--- config.mk ---
export PLATFORM = sky130hd
export DESIGN_NAME = sdr_div
export DESIGN_NICKNAME = d
export VERILOG_FILES = /design/src/sdr_pkg.sv /design/src/sdr_div.sv
export SDC_FILE = /design/constraint.sdc
export NUM_CORES = 1
export LEC_CHECK = 0
export BUFFER_PORTS_ARGS = -buffer_cell sky130_fd_sc_hd__buf_2
export CORE_MARGIN = 2
export CORE_UTILIZATION = 52
export DETAILED_ROUTE_END_ITERATION = 10
export GPL_TIMING_DRIVEN = 0
export PLACE_DENSITY = 0.71
export SLEW_MARGIN = 20
export SYNTH_ARGS = -nofsm -noshare
export SYNTH_HDL_FRONTEND = slang
export SYNTH_SLANG_ARGS = --single-unit
--- constraint.sdc ---
create_clock -name clk -period 6.8 [get_ports clk]
set_input_delay 0.34 -clock clk [delete_from_list [all_inputs] [get_ports clk]]
set_output_delay 0.34 -clock clk [all_outputs]
set_load 0.005 [all_outputs]
--- src/sdr_pkg.sv ---
// shared types and constants for the shadow depth rasterizer
// item structs, sequencer codes and fixed arithmetic widths; no dependencies
package sdr_pkg;

    localparam int ACC_W  = 64;   // accumulator, depth numerator and quotient width
    localparam int EDGE_W = 44;   // edge function and triangle area width
    localparam int REM_W  = 44;   // divisor and remainder width
    localparam int MB_W   = 22;   // serial multiplier operand width
    localparam int DEP_W  = 17;   // stored biased depth width

    localparam logic [DEP_W-1:0] DEPTH_EMPTY = 17'h10000;
    localparam logic signed [ACC_W-1:0] DEPTH_BIAS = 64'sd32768;

    localparam logic [1:0] MODE_DRAW   = 2'd0;
    localparam logic [1:0] MODE_SAMPLE = 2'd1;
    localparam logic [1:0] MODE_CLEAR  = 2'd2;

    typedef struct packed {
        logic [1:0]         mode;
        logic signed [19:0] v0_x;
        logic signed [19:0] v0_y;
        logic signed [15:0] v0_depth;
        logic signed [19:0] v1_x;
        logic signed [19:0] v1_y;
        logic signed [15:0] v1_depth;
        logic signed [19:0] v2_x;
        logic signed [19:0] v2_y;
        logic signed [15:0] v2_depth;
        logic signed [11:0] sample_x;
        logic signed [11:0] sample_y;
    } in_item_t;

    typedef struct packed {
        logic [16:0] read_depth;
        logic        in_map;
        logic [16:0] pixels_written;
        logic        degenerate;
    } out_item_t;

    typedef struct packed {
        logic start;
        logic clr;
        logic sub;
    } mac_cmd_t;

    typedef enum logic [3:0] {
        ST_CLEAR,
        ST_IDLE,
        ST_SAMPLE,
        ST_MUL_ISSUE,
        ST_MUL_WAIT,
        ST_SETUP,
        ST_DIV_ISSUE,
        ST_DIV_WAIT,
        ST_PIX,
        ST_PIX_CMP,
        ST_DONE
    } state_t;

    typedef enum logic [4:0] {
        MS_AREA_0, MS_AREA_1,
        MS_E0_0, MS_E0_1,
        MS_E1_0, MS_E1_1,
        MS_E2_0, MS_E2_1,
        MS_N_0, MS_N_1, MS_N_2,
        MS_SY_0, MS_SY_1, MS_SY_2,
        MS_SX_0, MS_SX_1, MS_SX_2
    } mul_step_t;

    typedef enum logic [1:0] {
        DS_START,
        DS_XSTEP,
        DS_YSTEP
    } div_sel_t;

endpackage

--- src/sdr_div.sv ---
// restoring divider, one quotient bit per cycle, floor quotient and nonnegative remainder
// signed dividend over a positive divisor; uses sdr_pkg for widths
module sdr_div (
    input  logic                             clk,
    input  logic                             rst_n,
    input  logic                             start,
    input  logic signed [sdr_pkg::ACC_W-1:0] dividend,
    input  logic [sdr_pkg::REM_W-1:0]        divisor,
    output logic                             busy,
    output logic signed [sdr_pkg::ACC_W-1:0] quotient,
    output logic [sdr_pkg::REM_W-1:0]        remainder
);

    localparam int CNT_W = $clog2(sdr_pkg::ACC_W + 1);

    logic [CNT_W-1:0]          cnt_reg;
    logic                      fix_reg;
    logic                      neg_reg;
    logic [sdr_pkg::ACC_W-1:0] quo_reg;
    logic [sdr_pkg::REM_W-1:0] rem_reg;
    logic [sdr_pkg::REM_W:0]   trial;
    logic                      fits;

    assign trial = {rem_reg, quo_reg[sdr_pkg::ACC_W-1]};
    assign fits  = trial >= {1'b0, divisor};

    always_ff @(posedge clk or negedge rst_n)
    begin
        if (!rst_n)
        begin
            cnt_reg <= '0;
            fix_reg <= 1'b0;
        end
        else if (start)
        begin
            cnt_reg <= CNT_W'(sdr_pkg::ACC_W);
            fix_reg <= 1'b0;
        end
        else if (cnt_reg != '0)
        begin
            cnt_reg <= cnt_reg - 1'b1;
            fix_reg <= cnt_reg == CNT_W'(1);
        end
        else
        begin
            fix_reg <= 1'b0;
        end
    end

    always_ff @(posedge clk)
    begin
        if (start)
        begin
            neg_reg <= dividend[sdr_pkg::ACC_W-1];
            quo_reg <= dividend[sdr_pkg::ACC_W-1] ? sdr_pkg::ACC_W'(-dividend)
                                                   : sdr_pkg::ACC_W'(dividend);
            rem_reg <= '0;
        end
        else if (cnt_reg != '0)
        begin
            quo_reg <= {quo_reg[sdr_pkg::ACC_W-2:0], fits};
            rem_reg <= fits ? sdr_pkg::REM_W'(trial - {1'b0, divisor})
                            : trial[sdr_pkg::REM_W-1:0];
        end
        else if (fix_reg && neg_reg)
        begin
            // turn the magnitude result into floor division
            if (rem_reg != '0)
            begin
                quo_reg <= ~quo_reg;
                rem_reg <= divisor - rem_reg;
            end
            else
            begin
                quo_reg <= -quo_reg;
            end
        end
    end

    assign busy      = (cnt_reg != '0) || fix_reg;
    assign quotient  = $signed(quo_reg);
    assign remainder = rem_reg;

endmodule

# After elaboration in Yosys (flattened, before gate mapping)
# Cells that the tools add are included.
# totals
out_inout_bits	109
reg_bits	117
in_bits	111
wordCells	35
# op_classes
eq_ne	1
magnitude_cmp	1
n_addsub	5
n_bitwise	1
n_reduce_logical	9
mux	13
# op_table
cell	count
2-to-1 mux 64 bit	5
2-to-1 mux 44 bit	4
negator 64 bit	2
subtractor 44 bit	2
inverter 64 bit	1
greater-or-equal comparator 45 x 44 -> 1 bit	1
nonzero test 44 bit	1
2-to-1 mux 7 bit	2
equality test 7 x 1 -> 1 bit, second input constant	1
nonzero test 7 bit	1
subtractor 7 x 1 -> 7 bit, second input constant	1
nonzero test 2 bit	3
nonzero test 3 bit	1
2-to-1 mux 1 bit	2
AND reduction 2 bit	1
logical AND 1 bit	1
logical OR 1 bit	1

# Depth between registers and ports, before layout
# logic_depth
ltp_word	5
depth_mapped	15
mapped_depth_nobuf	13

# Worst setup path before layout
# OpenSTA, ideal clock, no wires.
# synth_timing
path_kind	input to register
start	input port dividend[30] (netlist bit)
end	register quo_reg, in the netlist quotient[59], data pin
arrival_time_ps	3408
required_time_ps	6526
slack_ps	3118
setup_ps	274
stages	9
n_path_buf	0
cell_sequence	or4_4 -> nor4_4 -> or4b_4 -> or4_4 -> or4_4 -> or4_4 -> o41ai_4 -> xor2_1 -> mux2i_1
# synth_between
elab_chain_len	3
# synth_rtl
element	line_no	source
from (decl)	sdr_div.sv:7	input logic signed [sdr_pkg::ACC_W-1:0] dividend,
negator 64 bit	sdr_div.sv:55	quo_reg <= dividend[sdr_pkg::ACC_W-1] ? sdr_pkg::ACC_W'(-dividend)
2-to-1 mux 64 bit	sdr_div.sv:55	
2-to-1 mux 64 bit	sdr_div.sv:52	if (start)
to (signal assigned)	sdr_div.sv:55	
to (signal assigned)	sdr_div.sv:61	quo_reg <= {quo_reg[sdr_pkg::ACC_W-2:0], fits};
to (signal assigned)	sdr_div.sv:70	quo_reg <= ~quo_reg;
to (decl)	sdr_div.sv:19	logic [sdr_pkg::ACC_W-1:0] quo_reg;
# Every way passes these cells.
# A chain may end at the register's enable or synchronous reset.

# Worst setup path in the final report
# layout_timing
start	register rem_reg, in the netlist remainder[35]
end	register rem_reg, in the netlist remainder[25]
# layout_between
elab_chain_len	3
word_cells_on_any_way	6
cone_classes	order compare: 1; mux: 2; reduce/logical: 3
# layout_rtl
element	line_no	source
from (decl)	sdr_div.sv:20	logic [sdr_pkg::REM_W-1:0] rem_reg;
from (signal assigned)	sdr_div.sv:62	rem_reg <= fits ? sdr_pkg::REM_W'(trial - {1'b0, divisor})
from (signal assigned)	sdr_div.sv:71	rem_reg <= divisor - rem_reg;
greater-or-equal comparator 45 x 44 -> 1 bit / nonzero test 44 bit (equally long branches)	sdr_div.sv:25, sdr_div.sv:68	
2-to-1 mux 44 bit / nonzero test 2 bit (equally long branches)	-	
2-to-1 mux 44 bit / AND reduction 2 bit (equally long branches)	-	
# Parallel ways exist; a longest one is shown, timed or not.

==> summary.txt <==
Detailed routing
  • DR iter-0 viols: roughly 1800
  • Post-DR wirelength/cell: 23.5 µm
  • Vias/cell: 6.63
  • ANT nets after route: 0
  • WL final: between 50000 and 60000 µm
  • DR pass1 iterations: 6
  • Via count: about 16000
  • DRC: 0

Logic synthesis
  • Largest family of logic cells by synthesized area: compound AO/OA/AOI/OAI gates
  • Mapped Cells: 1827
  • Post-synthesis xor/xnor area fraction: 9.28%
  • Post-synthesis adder-cell area fraction: 8.61%
  • YS warnings: 0
  • Ys flop type: edfxtp_1
  • Mapped Nets: just over 2000
  • Cell taking the most area after synthesis: edfxtp_1
  • Synth cell types: 75
  • Compound-Gate Fraction of Synth Area: 30.3%
  • Synthesis-stage register bit count: 117
  • Fraction of the mapped netlist area in simple logic gates: 21.7%
  • Synth top area cells: edfxtp_1 (14%), ha_1 (8.3%), dfxtp_1 (6.4%)
  • Synthesized cell area: 13700 µm²
  • Multiplexer area fraction after synthesis: 1.77%
  • Post-synthesis sequential area ratio: 22.2%
  • Syn avg cell area: between 7 and 8 µm²
  • Asr flop ratio synth: 6.84%
  • Post-synth EDFFs: 65
  • Post-synth top area share: 14.3%

Worst setup path
  • Most common cell on crit path: clkbuf_1
  • Worst setup path class: flip-flop to flip-flop
  • Worst flop-to-flop path endpoint: remainder[25]
  • R2r startpoint: remainder[35]
  • Crit path capture: remainder[25]
  • Crit path launch: remainder[35]
  • Crit-path max FO: 10
  • Worst R2R Setup Slack: about 1700 ps
  • CP required: 7130 ps
  • Worst R2R Path Depth: 9
  • Startpoint Class: flip-flop
  • Crit. End Element: flip-flop
  • Slowest CP cell: nor3_1
  • CP cell instances: nor4_1, nand4_1, nor3_1, or2_2, clkbuf_1, clkbuf_1, buf_1, a21oi_1, a211oi_1
  • Slowest stage delay, CP: 1020 ps
  • Data arrival, critical path: 5430 ps

Final layout
  • Fin area: 15900 µm²
  • Non-Filler Instances: between 2000 and 2500
  • Commonest non-fill, non-tap cell in the layout: buf_2
  • Most frequent cells in the layout: buf_2 (219), a21oi_1 (158), nor2_1 (147)
  • Antenna diodes: 0
  • Share of cells above drive strength 1: 13.5%
  • Fin nets: 2271
  • FILL cells: 2440
  • Max FFs per register: between 60 and 70
  • Synth-to-layout area growth: 16.2%

Timing
  • Final worst slack: 1690 ps
  • Tcrit/Tclk final: between 70% and 80%
  • Final slew viol count: 0
  • Relative slew slack: 18.8%
  • Total negative setup slack: 0 ps
  • Final Hold Vio Count: 0
  • RSZ-0062 raised after global routing: no
  • Measured slew at the worst slew-check pin: approximately 1200 ps
  • Fin crit period: 5110 ps
  • # setup viols final: 0
  • Highest Clock Rate: between 0.15 and 0.2 GHz
  • Skew final: 16.3 ps

Die
  • Vert. Die Dim: 166 µm
  • Core Rows: slightly below 60
  • Die Footprint: 27600 µm²
  • Starting Density: around 53%
  • Core Area: 25900 µm²
  • Die X: 166 µm
  • I/O pins: 220

Global route
  • GRT Overall Usage: 39.3%
  • Global-route wire length before repair: 85000 µm
  • Largest net degree at the start of global routing: 51
  • Vias in the first global route: 14900
  • Initial antenna violation count: 0
  • Overflow left after global routing: 0

Clock tree
  • Cts-stage hold buffer count: 1
  • Cts bufs inserted: 17
  • Root buf cell: clkbuf_16
  • CTS Buffer Depth: 2
  • H-tree depth: 4
  • Post-cts sizing count: 0
  • Worst-Skew Late Latency: ~440 ps
  • Post-CTS Setup Bufs: 0
  • CTS Sinks: 117
  • Clock-pin slew on the worst setup and hold paths: 60 ps
  • TritonCTS clock tree: built

Placement
  • Placed Instances: 2382
  • Port Buffers: ~220
  • Routability cong.: 1.00
  • Final HPWL DP: ~43000 µm
  • DP Area: 15200 µm²
  • Place WS: between 2000 and 2500 ps

Pwr
  • VDD IR max: 0.185 mV
  • Power per cell area: 314 nW/µm²
  • Leakage: ~0.0063 µW

Worst hold path
  • Worst Hold Class: primary input to flip-flop

Run
  • Max cap viols: 0

Run status
  • Outcome: finished clean
## critical path: cells and delay by family, from the launching register on
family                 cells  cell delay, ps
AND/OR/NAND/NOR            4            2210
buffers and inverters      3            1940
AO/OA/AOI/OAI              2             450
flip-flops                 1             390
## final cells by class
type                    instances  area (µm²)  share of cell area [%]
plain buffers                 104         390                    2.46
clock buffers                  20         479                    3.01
clock inverters                12         166                    1.05
inverters                     122         458                    2.88
multi-input cells            1484        9820                    61.8
flip-flops and latches        117        3030                    19.1
well taps                     335         419                    2.64
repair buffers                221        1130                    7.13
## power by group
| group | internal, µW | switching [µW] |
|---|---|---|
| logic | 1020 | 1640 |
| registers | 990 | 330 |
| clock network | 626 | 390 |
## cell families (layout without fill, tap and decap cells)
kind of cell               Yosys count  after routing
adders and majority gates           93             93
and+or+nand+nor                    590            590
DFF                                117            117
xor gates and xnor gates           145            145
AOI/OAI and AO/OA                  632            632
buffers and inverters              226            479
muxes                               24             24
## synthesized netlist by cell type (15+ instances only)
master    instances
a21oi_1         158
nor2_1          147
nand2_1         140
o21ai_0         130
inv_1           122
clkbuf_1         93
ha_1             91
xnor2_1          79
a211oi_1         72
xor2_1           66
edfxtp_1         65
nor3_1           62
dfxtp_1          44
nand3_1          37
nor4_1           35
o31ai_1          34
a21o_1           33
o211ai_1         31
or3_1            30
nand4_1          27
nand2b_1         23
mux2i_1          22
or4_1            22
a31oi_1          19
o21a_1           19
o22ai_1          17
a311oi_1         15
o21bai_1         15
o311ai_0         15
o41ai_1          15
## per-layer routing
layer	share of wire, %	GRT usage (%)	vias to the layer above
li1	-	-	7353
met1	39	49.8	7485
met2	45	64.0	994
met3	11	8.22	172
met4	4.7	18.6	0
met5	0	0	-
## stage by stage
stage / hold WS, ps / util, % / total power, µW
5_1_grt: 133 / 61.3 / 5250
6_report: 142 / 61.3 / 4990
2_1_floorplan: 44.4 / - / 2950
3_3_place_gp: 194 / 58.7 / 3840
3_5_place_dp: 198 / 58.8 / 3870
4_1_cts: 127 / 61.3 / 4890
## worst min path at each step
| stage | cells after the start | start | endpoint | slack (ps) |
|---|---|---|---|---|
| 6_report | 1 | dividend[63] | neg_reg | 140 |
| 5_1_grt | 1 | dividend[63] | neg_reg | 130 |
| 4_1_cts | 1 | dividend[63] | neg_reg | 130 |
| 3_5_place_dp | 1 | rst_n | cnt_reg[4] | 200 |
| 3_3_place_gp | 1 | rst_n | cnt_reg[3] | 190 |
| 2_1_floorplan | 0 | rst_n | cnt_reg[0] | 40 |
Power figures use the tool's default switching activity.
