**config.mk**
```make
export PLATFORM = sky130hd
export DESIGN_NAME = sdr_mac
export DESIGN_NICKNAME = d
export VERILOG_FILES = /design/src/sdr_pkg.sv /design/src/sdr_mac.sv
export SDC_FILE = /design/constraint.sdc
export NUM_CORES = 1
export LEC_CHECK = 0
export ABC_AREA = 1
export BUFFER_PORTS_ARGS = -buffer_cell sky130_fd_sc_hd__buf_4
export CORE_MARGIN = 2
export CORE_UTILIZATION = 60
export CTS_CLUSTER_SIZE = 16
export DETAILED_ROUTE_END_ITERATION = 7
export GPL_TIMING_DRIVEN = 1
export PLACE_DENSITY = 0.91
export SYNTH_ARGS = -nofsm -noshare
export SYNTH_HDL_FRONTEND = slang
export SYNTH_SLANG_ARGS = --single-unit
export TNS_END_PERCENT = 10
```
**constraint.sdc**
```tcl
create_clock -name clk -period 7.8 [get_ports clk]
set_input_delay 0.39 -clock clk [delete_from_list [all_inputs] [get_ports clk]]
set_output_delay 0.39 -clock clk [all_outputs]
set_load 0.02 [all_outputs]
```
**src/sdr_pkg.sv**
```systemverilog
// shared types and constants for the shadow depth rasterizer
// item structs, sequencer codes and fixed arithmetic widths; no dependencies
package sdr_pkg;

    localparam int ACC_W  = 64;   // accumulator, depth numerator and quotient width
    localparam int EDGE_W = 44;   // edge function and triangle area width
    localparam int REM_W  = 44;   // divisor and remainder width
    localparam int MB_W   = 22;   // serial multiplier operand width
    localparam int DEP_W  = 17;   // stored biased depth width

    localparam logic [DEP_W-1:0] DEPTH_EMPTY = 17'h10000;
    localparam logic signed [ACC_W-1:0] DEPTH_BIAS = 64'sd32768;

    localparam logic [1:0] MODE_DRAW   = 2'd0;
    localparam logic [1:0] MODE_SAMPLE = 2'd1;
    localparam logic [1:0] MODE_CLEAR  = 2'd2;

    typedef struct packed {
        logic [1:0]         mode;
        logic signed [19:0] v0_x;
        logic signed [19:0] v0_y;
        logic signed [15:0] v0_depth;
        logic signed [19:0] v1_x;
        logic signed [19:0] v1_y;
        logic signed [15:0] v1_depth;
        logic signed [19:0] v2_x;
        logic signed [19:0] v2_y;
        logic signed [15:0] v2_depth;
        logic signed [11:0] sample_x;
        logic signed [11:0] sample_y;
    } in_item_t;

    typedef struct packed {
        logic [16:0] read_depth;
        logic        in_map;
        logic [16:0] pixels_written;
        logic        degenerate;
    } out_item_t;

    typedef struct packed {
        logic start;
        logic clr;
        logic sub;
    } mac_cmd_t;

    typedef enum logic [3:0] {
        ST_CLEAR,
        ST_IDLE,
        ST_SAMPLE,
        ST_MUL_ISSUE,
        ST_MUL_WAIT,
        ST_SETUP,
        ST_DIV_ISSUE,
        ST_DIV_WAIT,
        ST_PIX,
        ST_PIX_CMP,
        ST_DONE
    } state_t;

    typedef enum logic [4:0] {
        MS_AREA_0, MS_AREA_1,
        MS_E0_0, MS_E0_1,
        MS_E1_0, MS_E1_1,
        MS_E2_0, MS_E2_1,
        MS_N_0, MS_N_1, MS_N_2,
        MS_SY_0, MS_SY_1, MS_SY_2,
        MS_SX_0, MS_SX_1, MS_SX_2
    } mul_step_t;

    typedef enum logic [1:0] {
        DS_START,
        DS_XSTEP,
        DS_YSTEP
    } div_sel_t;

endpackage

```
**src/sdr_mac.sv**
```systemverilog
// shift-add serial multiply-accumulate, one multiplier bit per cycle
// uses sdr_pkg for widths and the command struct
module sdr_mac (
    input  logic                             clk,
    input  logic                             rst_n,
    input  sdr_pkg::mac_cmd_t                cmd,
    input  logic signed [sdr_pkg::ACC_W-1:0] a,
    input  logic signed [sdr_pkg::MB_W-1:0]  b,
    output logic                             busy,
    output logic signed [sdr_pkg::ACC_W-1:0] acc
);

    logic [sdr_pkg::MB_W-1:0]         mplier_reg;
    logic signed [sdr_pkg::ACC_W-1:0] mcand_reg;
    logic signed [sdr_pkg::ACC_W-1:0] acc_reg;
    logic                             b_neg;

    assign b_neg = b[sdr_pkg::MB_W-1];

    always_ff @(posedge clk or negedge rst_n)
    begin
        if (!rst_n)
        begin
            mplier_reg <= '0;
        end
        else if (cmd.start)
        begin
            mplier_reg <= b_neg ? sdr_pkg::MB_W'(-b) : sdr_pkg::MB_W'(b);
        end
        else if (mplier_reg != '0)
        begin
            mplier_reg <= mplier_reg >> 1;
        end
    end

    always_ff @(posedge clk)
    begin
        if (cmd.start)
        begin
            // fold the sign of b and the subtract flag into the multiplicand
            mcand_reg <= (b_neg ^ cmd.sub) ? -a : a;
            if (cmd.clr)
            begin
                acc_reg <= '0;
            end
        end
        else if (mplier_reg != '0)
        begin
            if (mplier_reg[0])
            begin
                acc_reg <= acc_reg + mcand_reg;
            end
            mcand_reg <= mcand_reg <<< 1;
        end
    end

    assign busy = mplier_reg != '0;
    assign acc  = acc_reg;

endmodule

```
After elaboration in Yosys (flattened, before gate mapping)
Index checks and enable logic that the tools add are counted.

operators by class
  add/subtract/negate cells = 3
  equality and inequality tests = 1
  muxes and demuxes = 10
  bitwise gates (word level) = 1
  reduce and logical (&&, ||, !) cells = 4

operators with widths
  cell                number
  $mux 64             7
  $mux 22             3
  $add 64x64->64      1
  $neg 64->64         1
  $neg 22->22         1
  $reduce_bool 22->1  1
  $reduce_bool 2->1   2
  $reduce_and 3->1    1
  $ne 2x2->1 const B  1
  $xor 1x1->1         1

word-level totals
  register bits after elaboration = 150
  input port bits = 91
  output and inout bits = 65
  word-level logic and storage cells = 22

Depth between registers and ports, before layout
Gate-level depths: netlist of the first run.

  depth after elaboration = 4
  depth in mapped cells = 15
  mapped depth without buffers = 15

Worst setup path after synthesis of the first run
No wires, ideal clock.

  path type = input -> register
  start = input cmd[2] (netlist bit)
  end = register acc_reg, in the netlist acc[0], enable pin
  setup time = 574 ps
  arrival time = 5302 ps
  data required time = 7226 ps
  path slack = 1924 ps
  stages on the path = 3
  path buffers = 2
  cell sequence = clkbuf_1 > clkbuf_1 > o21ai_0

on the way
  longest elaborated chain between the ends = 2
  elaborated cells between the ends (all ways) = 4
  classes of those cells = eq/ne (1); reduce/logical (3)

ends and longest elaborated chain
  item                                                              line           source
  from (decl)                                                       sdr_mac.sv:6   input sdr_pkg::mac_cmd_t cmd,
  $ne 2x2->1 (no line) / $reduce_bool 2->1 (equally long branches)  n/a
  $reduce_and 3->1 (no line) *                                      n/a
  to (signal assigned)                                              sdr_mac.sv:51  acc_reg <= acc_reg + mcand_reg;
  to (decl)                                                         sdr_mac.sv:15  logic signed [sdr_pkg::ACC_W-1:0] acc_reg;

Every way passes the cells marked *; elsewhere a longest branch is shown, timed or not.
A chain may end at the register's enable or synchronous reset.

Final worst setup path of the first run
  start = register acc_reg, in the netlist acc[0]
  end = register acc_reg, in the netlist acc[62], data pin

on the way
  longest elaborated chain between the ends = 4

ends and longest elaborated chain
  item            line           source
  $add 64x64->64  sdr_mac.sv:51
  $mux 64         sdr_mac.sv:49  if (mplier_reg[0])
  $mux 64         sdr_mac.sv:47  else if (mplier_reg != '0)
  $mux 64         sdr_mac.sv:38  if (cmd.start)

No other way between the ends. The select of a mux whose other input is x is not followed.

==> results.toml, run 1 <==
[run_status]
status = "finished, final reports clean"

[grt]
grt_pass1_wl_um = 74890
antenna_found_initial = 0
grt_pass1_vias = 14510
met2_usage = 0.6366
grt_max_degree = 102
grt_usage = 0.3915
use_met1 = 0.5180
top_usage_layer = "met2"
overflow = 0
use_met3 = 0.06451

[power]
powerDensity_nw_per_um2 = 214.0
power.leakage_nw = 8.811
ir_drop_v = 0.0001173
power_mw = 3.505

[floorplanning]
placementRows = 56
die-width_um = 158.5
fp.dieArea_um2 = 25130
ioPinCount = 156
die_h_um = 158.5
coreArea_um2 = 23470
start_util = 0.6102

[sta]
fin_crit_ns = 2.685
clock.fmax_ghz = 0.3725
setup_viol = 0
setup_tns_ns = 0
rsz0062_at_grt = "no"
slew_violations = 0
final_hold_viol_count = 0
slew_headroom = 0.3426
post-route-period-util = 0.3442
fin_skew_ns = 0.01459
tightest_slew_ns = 0.9860

[worst_setup_path]
cp_num_buf_inv = 0
worst_path_largest_cell_delay_ns = 0.51
slowest_stage = "fa_1"
crit_type = "reg -> reg"
cp_data_arrival_time_ns = 2.89
path_depth = 14
path_cells = "ha_1, fa_1, nand3_1, nand3_2, nand2_1, nand2_1, nand2_1, nand2_1, nand2_1, nand2_1, nand2_1, nand3_1, nand2_1, nor2_1"
cp-end-kind = "flip-flop"
r2r_slack_ns = 5.12
cp_max_fo = 5
reg2reg_depth = 14
cp_common_cell = "nand2_1"
critical_path.top_delay_family = "simple AND/OR/NAND/NOR gates"
critPathLaunchType = "flip-flop"
worstReg2RegStart = "acc[0]$_SDFFCE_PP0P_"
r2r_end = "acc[62]$_SDFFCE_PP0P_"
critPathRequiredTime_ns = 8.01

[final_layout]
drive_gt1_frac = 0.09025
num-nets-final = 2637
diodes = 0
num-fill-cells = 2156
area_delta_synth_final_pct = 14.37
final_cell_mix = "nand2_1, inv_1, nor2_1, buf_4, nand3_1"
mostFrequentLayoutCell = "nand2_1"

[logic_synthesis]
yosys.area.top_type = "edfxtp_1"
netlist_instances = 2338
ys_ff_latch = 150
synth.area.top_cells = "edfxtp_1, nand2_1, inv_1"
avgSynthCellArea_um2 = 6.126
ys_seq_area_frac = 0.3068
synth.top_cell.area_share = 0.2683
ys_warn_count = 0
ys_types = 45
syn_area_um2 = 14320
syn_nets = 2495

[route]
drt-vias-per-instance = 5.586
firstDrtPassIters = 6
wl_um = 48820
drt-initial-drc-count = 1998
drtAntennaViolNets = 0
wl_per_cell_um = 17.36
drc = 0
num_vias = 15710

[clock_network]
clock-root-buffer = "clkbuf_16"
cts.sinks = 150
cts_tree = "built"
clock_path_buffers = 2
clk_pin_slew_ns = 0.08
numCtsBuffers = 17
clk_latency_ns = 0.45
htree_levels = 4

[job]
drv_cap = 0

[hold_path]
worstHoldPathCells = 3
hp-class = "in -> reg"
min_to = "mplier_reg[0]$_DFFE_PN0P_"
min_from = "b[0]"

[place]
port_buffers = 155
place_hpwl_um = 39220
gp_congestion = 0.9946
## synth_stat cells, drive strengths merged
library cell	count
o21ai	96
nand4	49
nor2	282
o31ai	2
xnor2	10
nand2	884
fa	1
inv	413
and3	5
o22ai	3
xor2	26
dfrtp	22
and2	7
a31oi	11
edfxtp	128
or2	1
clkbuf	18
ha	65
nor4	7
nor3b	1
a21oi	106
buf	18
nand3	150
nor3	14
o211ai	3
o21a	5
a21o	1
nand3b	4
o21bai	6
## worst max path at each step
stage                    startpoint                     to  slack (ns)
3_3_place_gp                 cmd[2]  acc[23]$_SDFFCE_PP0P_        5.03
3_5_place_dp                 cmd[2]  acc[16]$_SDFFCE_PP0P_        4.97
6_report       acc[0]$_SDFFCE_PP0P_  acc[62]$_SDFFCE_PP0P_        5.12
5_1_grt        acc[0]$_SDFFCE_PP0P_  acc[62]$_SDFFCE_PP0P_        4.92
4_1_cts        acc[0]$_SDFFCE_PP0P_  acc[62]$_SDFFCE_PP0P_        5.18
2_1_floorplan                cmd[2]   acc[0]$_SDFFCE_PP0P_        1.92
## final cells by class
type | count | area (um^2) | share of cell area
tap | 319 | 399.1 | 0.02436
sequential | 150 | 4394 | 0.2682
inverter | 413 | 1555 | 0.09494
multi-input combinational | 1739 | 8215 | 0.5015
clock buffer | 17 | 425.4 | 0.02597
clock inverter | 15 | 196.4 | 0.01199
timing repair buffer | 159 | 1196 | 0.07302
## through the flow
step                setup slack [ns]  cells  cell area [um^2]  hold WS (ns)    util
CTS                            5.184   2812             16380        0.1781  0.6979
finish                         5.115   2812             16380        0.1836  0.6979
floorplan                      1.924   2338             14320       0.09441       -
detailed placement             4.970   2779             15750        0.2873  0.6710
global route                   4.925   2812             16380        0.2188  0.6979
global placement               5.025   2779             15750        0.2876  0.6710
## what timing repair did
item,CTS,global route
hold buffers,1,0
endpoints found under the setup margin,0,0
setup buffers,0,0
gates resized for setup,0,0
endpoints found under the hold margin,22,0
## tightest hold or removal path: stages
cell     delay [ns]
buf_4          0.09
nand2_1        0.04
o21ai_0        0.06
## power by group
part	switching [mW]	leakage (nW)	internal [mW]
combinational	1.01	6.91	0.490
clock	0.436	0.302	0.442
sequential	0.109	1.60	1.02
## metal layers
layer / routed length, um / share of wire / vias up
met3: 4935 / 0.10 / 149
met5: 0 / 0 / -
met1: 19860 / 0.41 / 6988
li1: - / - / 7650
met2: 21690 / 0.44 / 920
met4: 2336 / 0.048 / 0
## logic make-up after synthesis
logic type,share of synthesized area
compound gates,0.08919
xor+xnor,0.02201
fa+ha+maj,0.05818
buf+inv,0.1208
flops,0.3068
simple gates,0.4030
No activity file was read; power rests on OpenSTA's default activity.
==> run 2: changes to the inputs <==
==> constraint.sdc (replaced) <==
create_clock -name clk -period 2.6 [get_ports clk]
set_input_delay 0.13 -clock clk [delete_from_list [all_inputs] [get_ports clk]]
set_output_delay 0.13 -clock clk [all_outputs]
set_load 0.02 [all_outputs]
==> results.toml, run 2 (synthesis gave the netlist of run 1 again) <==
[run_status]
status = "finished, final reports clean"

[floorplanning]
start_util = 0.6102
ioPinCount = 156
die-width_um = 158.5
fp.dieArea_um2 = 25130
placementRows = 56
coreArea_um2 = 23470
die_h_um = 158.5

[power]
powerDensity_nw_per_um2 = 633.5
power_mw = 10.60
ir_drop_v = 0.0004501
power.leakage_nw = 8.951

[final_layout]
area_delta_synth_final_pct = 16.78
num-nets-final = 2670
mostFrequentLayoutCell = "nand2_1"
drive_gt1_frac = 0.1053
final_cell_mix = "nand2_1, inv_1, nor2_1, buf_4, nand3_1"
final_cells = 2845
diodes = 0
post-route-util = 0.7126
fin_area_um2 = 16730

[sta]
setup_viol = 0
tightest_slew_ns = 0.8820
fin_crit_ns = 2.547
clock.fmax_ghz = 0.3926
rsz0062_at_grt = "yes"
slew_violations = 0
whs_ns = 0.008847
slew_headroom = 0.4120
fin_skew_ns = 0.01297
setup_tns_ns = 0
final_hold_viol_count = 0
post-route-period-util = 0.9797
setup_ws_ns = 0.05268

[route]
wl_um = 50880
firstDrtPassIters = 6
num_vias = 16050
drt-initial-drc-count = 1970
drtAntennaViolNets = 0
drc = 0
wl_per_cell_um = 17.89
drt-vias-per-instance = 5.642

[grt]
grt_max_degree = 165
grt_pass1_wl_um = 77910
antenna_found_initial = 0
grt_usage = 0.4098
grt_pass1_vias = 14930
overflow = 0

[worst_setup_path]
critPathLaunchType = "flip-flop"
r2r_slack_ns = 0.05
cp_common_cell = "nand2_1"
cp-end-kind = "flip-flop"
path_cells = "ha_1, nand2_1, nor2_1, nand3_1, nand2_2, nand2_1, nand2_2, nand2_1, nand2_1, nand2_1, a21oi_1, nor2_1"
critPathRequiredTime_ns = 2.79
slowest_stage = "edfxtp_1"
cp_max_fo = 5
crit_type = "reg -> reg"
cp_data_arrival_time_ns = 2.74
worst_path_largest_cell_delay_ns = 0.47

[clock_network]
cts.sinks = 150
cts_tree = "built"
numCtsBuffers = 17
clock-root-buffer = "clkbuf_16"
clk_pin_slew_ns = 0.07
clock_path_buffers = 2
htree_levels = 4
clk_latency_ns = 0.44

[place]
dpl_cell_area_um2 = 15900
pre_cts_slack_ns = -0.1460
dp.cells = 2794
gp_congestion = 1.018
place_hpwl_um = 40180
port_buffers = 155

[hold_path]
hp-class = "in -> reg"

[job]
drv_cap = 0
-- run 2: cell count changes in the layout (fill, tap and decap cells not counted), sizes merged --
cell / change
buf: +19
dlygate4sd3: +14
clkinv: -1
clkinvlp: +1
-- run 2: what timing repair did --
action,4_1_cts,5_1_grt
hold endpoints to repair,35,0
pin swaps,0,1
buffers inserted,0,4
hold buffers,15,0
resized for setup,2,23
setup endpoints to repair,12,21
-- run 2: critical path, delay by kind of cell, from the launching register on --
kind | cells | cell delay (ns)
AO/OA/AOI/OAI | 1 | 0.14
adder cells (fa/ha/maj) | 1 | 0.38
flip-flops | 1 | 0.47
AND/OR/NAND/NOR | 10 | 1.31
-- run 2: report_power, final --
part | total, mW | switching, mW | internal [mW]
Sequential | 3.38 | 0.317 | 3.06
Clock | 2.47 | 1.20 | 1.27
Combinational | 4.75 | 3.19 | 1.56
Total | 10.6 | 4.71 | 5.89
-- run 2: area by class of cell --
type	count	area [um^2]
multi-input cells	1739	8295
fillers	2029	6745
flip-flops and latches	150	4394
inverters	413	1555
repair buffers	192	1516
clock buffers	17	425.4
well taps	319	399.1
clock inverters	15	141.4
-- run 2: path summary, 6_finish.rpt --
kind	endpoint	from	cells after the start
worst max-delay path	acc[59]$_SDFFCE_PP0P_	mcand_reg[5]$_DFFE_PP_	12
worst min-delay path	mplier_reg[12]$_DFFE_PN0P_	b[12]	3
worst max register to register	acc[59]$_SDFFCE_PP0P_	mcand_reg[5]$_DFFE_PP_	12
worst min register to register	mplier_reg[12]$_DFFE_PN0P_	mplier_reg[13]$_DFFE_PN0P_	2
max in group asynchronous	mplier_reg[15]$_DFFE_PN0P_	rst_n	2
min in group asynchronous	mplier_reg[21]$_DFFE_PN0P_	rst_n	2
-- run 2: metal layers --
layer / global-route usage / wire, um / up-vias
li1: - / - / 7738
met1: 0.5344 / 19750 / 7193
met2: 0.6520 / 22690 / 963
met3: 0.08955 / 5878 / 157
met4: 0.1892 / 2565 / 0
met5: 0 / 0 / -
==> run 3: changes to the inputs <==
--- a/config.mk
+++ b/config.mk
@@ -7,12 +7,11 @@
 export LEC_CHECK = 0
 export ABC_AREA = 1
 export BUFFER_PORTS_ARGS = -buffer_cell sky130_fd_sc_hd__buf_4
-export CORE_MARGIN = 2
-export CORE_UTILIZATION = 60
+export CORE_UTILIZATION = 30
 export CTS_CLUSTER_SIZE = 16
 export DETAILED_ROUTE_END_ITERATION = 7
 export GPL_TIMING_DRIVEN = 1
-export PLACE_DENSITY = 0.91
+export PLACE_DENSITY = 0.56
 export SYNTH_ARGS = -nofsm -noshare
 export SYNTH_HDL_FRONTEND = slang
 export SYNTH_SLANG_ARGS = --single-unit
==> results.toml, run 3 (synthesis gave the netlist of run 1 again) <==
[power]
power_mw = 10.73
ir_drop_v = 0.0004230
power.leakage_nw = 9.043
powerDensity_nw_per_um2 = 619.5

[sta]
slew_headroom = 0.4221
rsz0062_at_grt = "no"
tightest_slew_ns = 0.8668
final_hold_viol_count = 0
fin_skew_ns = 0.01331
whs_ns = 0.04224
setup_tns_ns = 0
fin_crit_ns = 2.502
clock.fmax_ghz = 0.3996
slew_violations = 0
setup_ws_ns = 0.09774
setup_viol = 0
post-route-period-util = 0.9624

[final_layout]
num-fill-cells = 5175
final_cell_mix = "nand2_1, inv_1, nor2_1, buf_4, nand3_1"
fin_area_um2 = 17310
final_cells = 3154
drive_gt1_frac = 0.1091
multiInputGateArea_um2 = 8327
num-nets-final = 2691
mostFrequentLayoutCell = "nand2_1"
diodes = 0
area_delta_synth_final_pct = 20.87
regArea_um2 = 4394
post-route-util = 0.3695

[route]
firstDrtPassIters = 7
drc = 7
drtAntennaViolNets = 0
num_vias = 15260
wl_um = 54870
wl_per_cell_um = 17.40
drt-initial-drc-count = 1152
drt-vias-per-instance = 4.839

[grt]
antenna_found_initial = 0
use_met3 = 0.03725
grt_pass1_wl_um = 82410
grt_max_degree = 133
overflow = 0
grt_pass1_vias = 14590
grt_usage = 0.2289
top_usage_layer = "met2"
use_met1 = 0.3022
met2_usage = 0.3711

[clock_network]
clock-root-buffer = "clkbuf_16"
clk_latency_ns = 0.48
cts_setup_buffers = 0
clock_path_buffers = 2
cts_tree = "built"
clk_pin_slew_ns = 0.07
htree_levels = 4
numCtsBuffers = 17
cts.sinks = 150

[place]
dpl_cell_area_um2 = 16390
gp_congestion = 1.010
pre_cts_slack_ns = -0.04623
place_hpwl_um = 45280
dp.cells = 3098
port_buffers = 155

[run_status]
status = "finished with violations"
violations = "design-rule violations"

[worst_setup_path]
crit_path_end = "mplier_reg[21]$_DFFE_PN0P_"
cp_max_fo = 3
reg2reg_depth = 10
r2r_slack_ns = 0.11
critPathLaunchType = "input port"
worstReg2RegStart = "acc[23]$_SDFFCE_PP0P_"
cp_data_arrival_time_ns = 2.92
cp-end-kind = "flip-flop"
r2r_end = "acc[56]$_SDFFCE_PP0P_"
critPathRequiredTime_ns = 3.02
crit_type = "in -> reg"
cp-startpoint = "b[18]"

[floorplanning]
fp.dieArea_um2 = 48620
die-width_um = 220.5
die_h_um = 220.5
start_util = 0.3057
placementRows = 79
coreArea_um2 = 46850
ioPinCount = 156

[job]
drv_cap = 0

[hold_path]
min_from = "a[2]"
hp-class = "in -> reg"
==> run 3: cell types whose count changed in the layout (fill, tap and decap cells not counted), sizes merged <==
cell         before  now
clkinvlp          1    5
dlygate4sd3      15   24
buf             177  189
inv             421  415
bufinv            0    2
==> run 3: worst min-delay path by stage <==
stage / to / slack (ns) / depth (start not counted)
6_report: mcand_reg[2]$_DFFE_PP_ / 0.04 / 3
3_3_place_gp: mplier_reg[4]$_DFFE_PN0P_ / 0.03 / 1
3_5_place_dp: mplier_reg[5]$_DFFE_PN0P_ / 0.03 / 1
4_1_cts: mplier_reg[4]$_DFFE_PN0P_ / 0.003 / 4
2_1_floorplan: mplier_reg[0]$_DFFE_PN0P_ / -0.17 / 0
5_1_grt: mcand_reg[2]$_DFFE_PP_ / 0.04 / 3
==> run 3: report_power, final <==
| group | internal (mW) | total [mW] | switching, mW |
|---|---|---|---|
| combinational | 1.63 | 4.79 | 3.16 |
| clock | 1.41 | 2.54 | 1.13 |
| sequential | 3.06 | 3.40 | 0.332 |
| total | 6.11 | 10.7 | 4.62 |
==> run 3: layout make-up <==
class                      count  share of cell area
tap                          607             0.04387
multi-input combinational   1739              0.4810
timing repair buffer         213             0.09800
clock inverter                15            0.008961
sequential                   150              0.2538
inverter                     413             0.08983
clock buffer                  17             0.02457
==> run 3: layer usage <==
layer	routed length [um]	vias to the layer above
met2	24830	460
li1	-	7779
met3	3349	67
met4	1799	0
met1	24890	6957
met5	0	-
==> run 3: what timing repair did <==
item	in CTS	in global routing
resized for setup	1	24
hold buffers	24	0
endpoints found under the setup margin	1	20
pin swaps	0	0
hold endpoints to repair	43	0
==> run 3: worst max-delay path, cell delays in order <==
cell,delay (ns)
dlygate4sd3_1,0.54
buf_4,0.14
nor2_1,0.12
dlygate4sd3_1,0.56
nand4_1,0.08
dlygate4sd3_1,0.59
nor3_1,0.19
dlygate4sd3_1,0.57
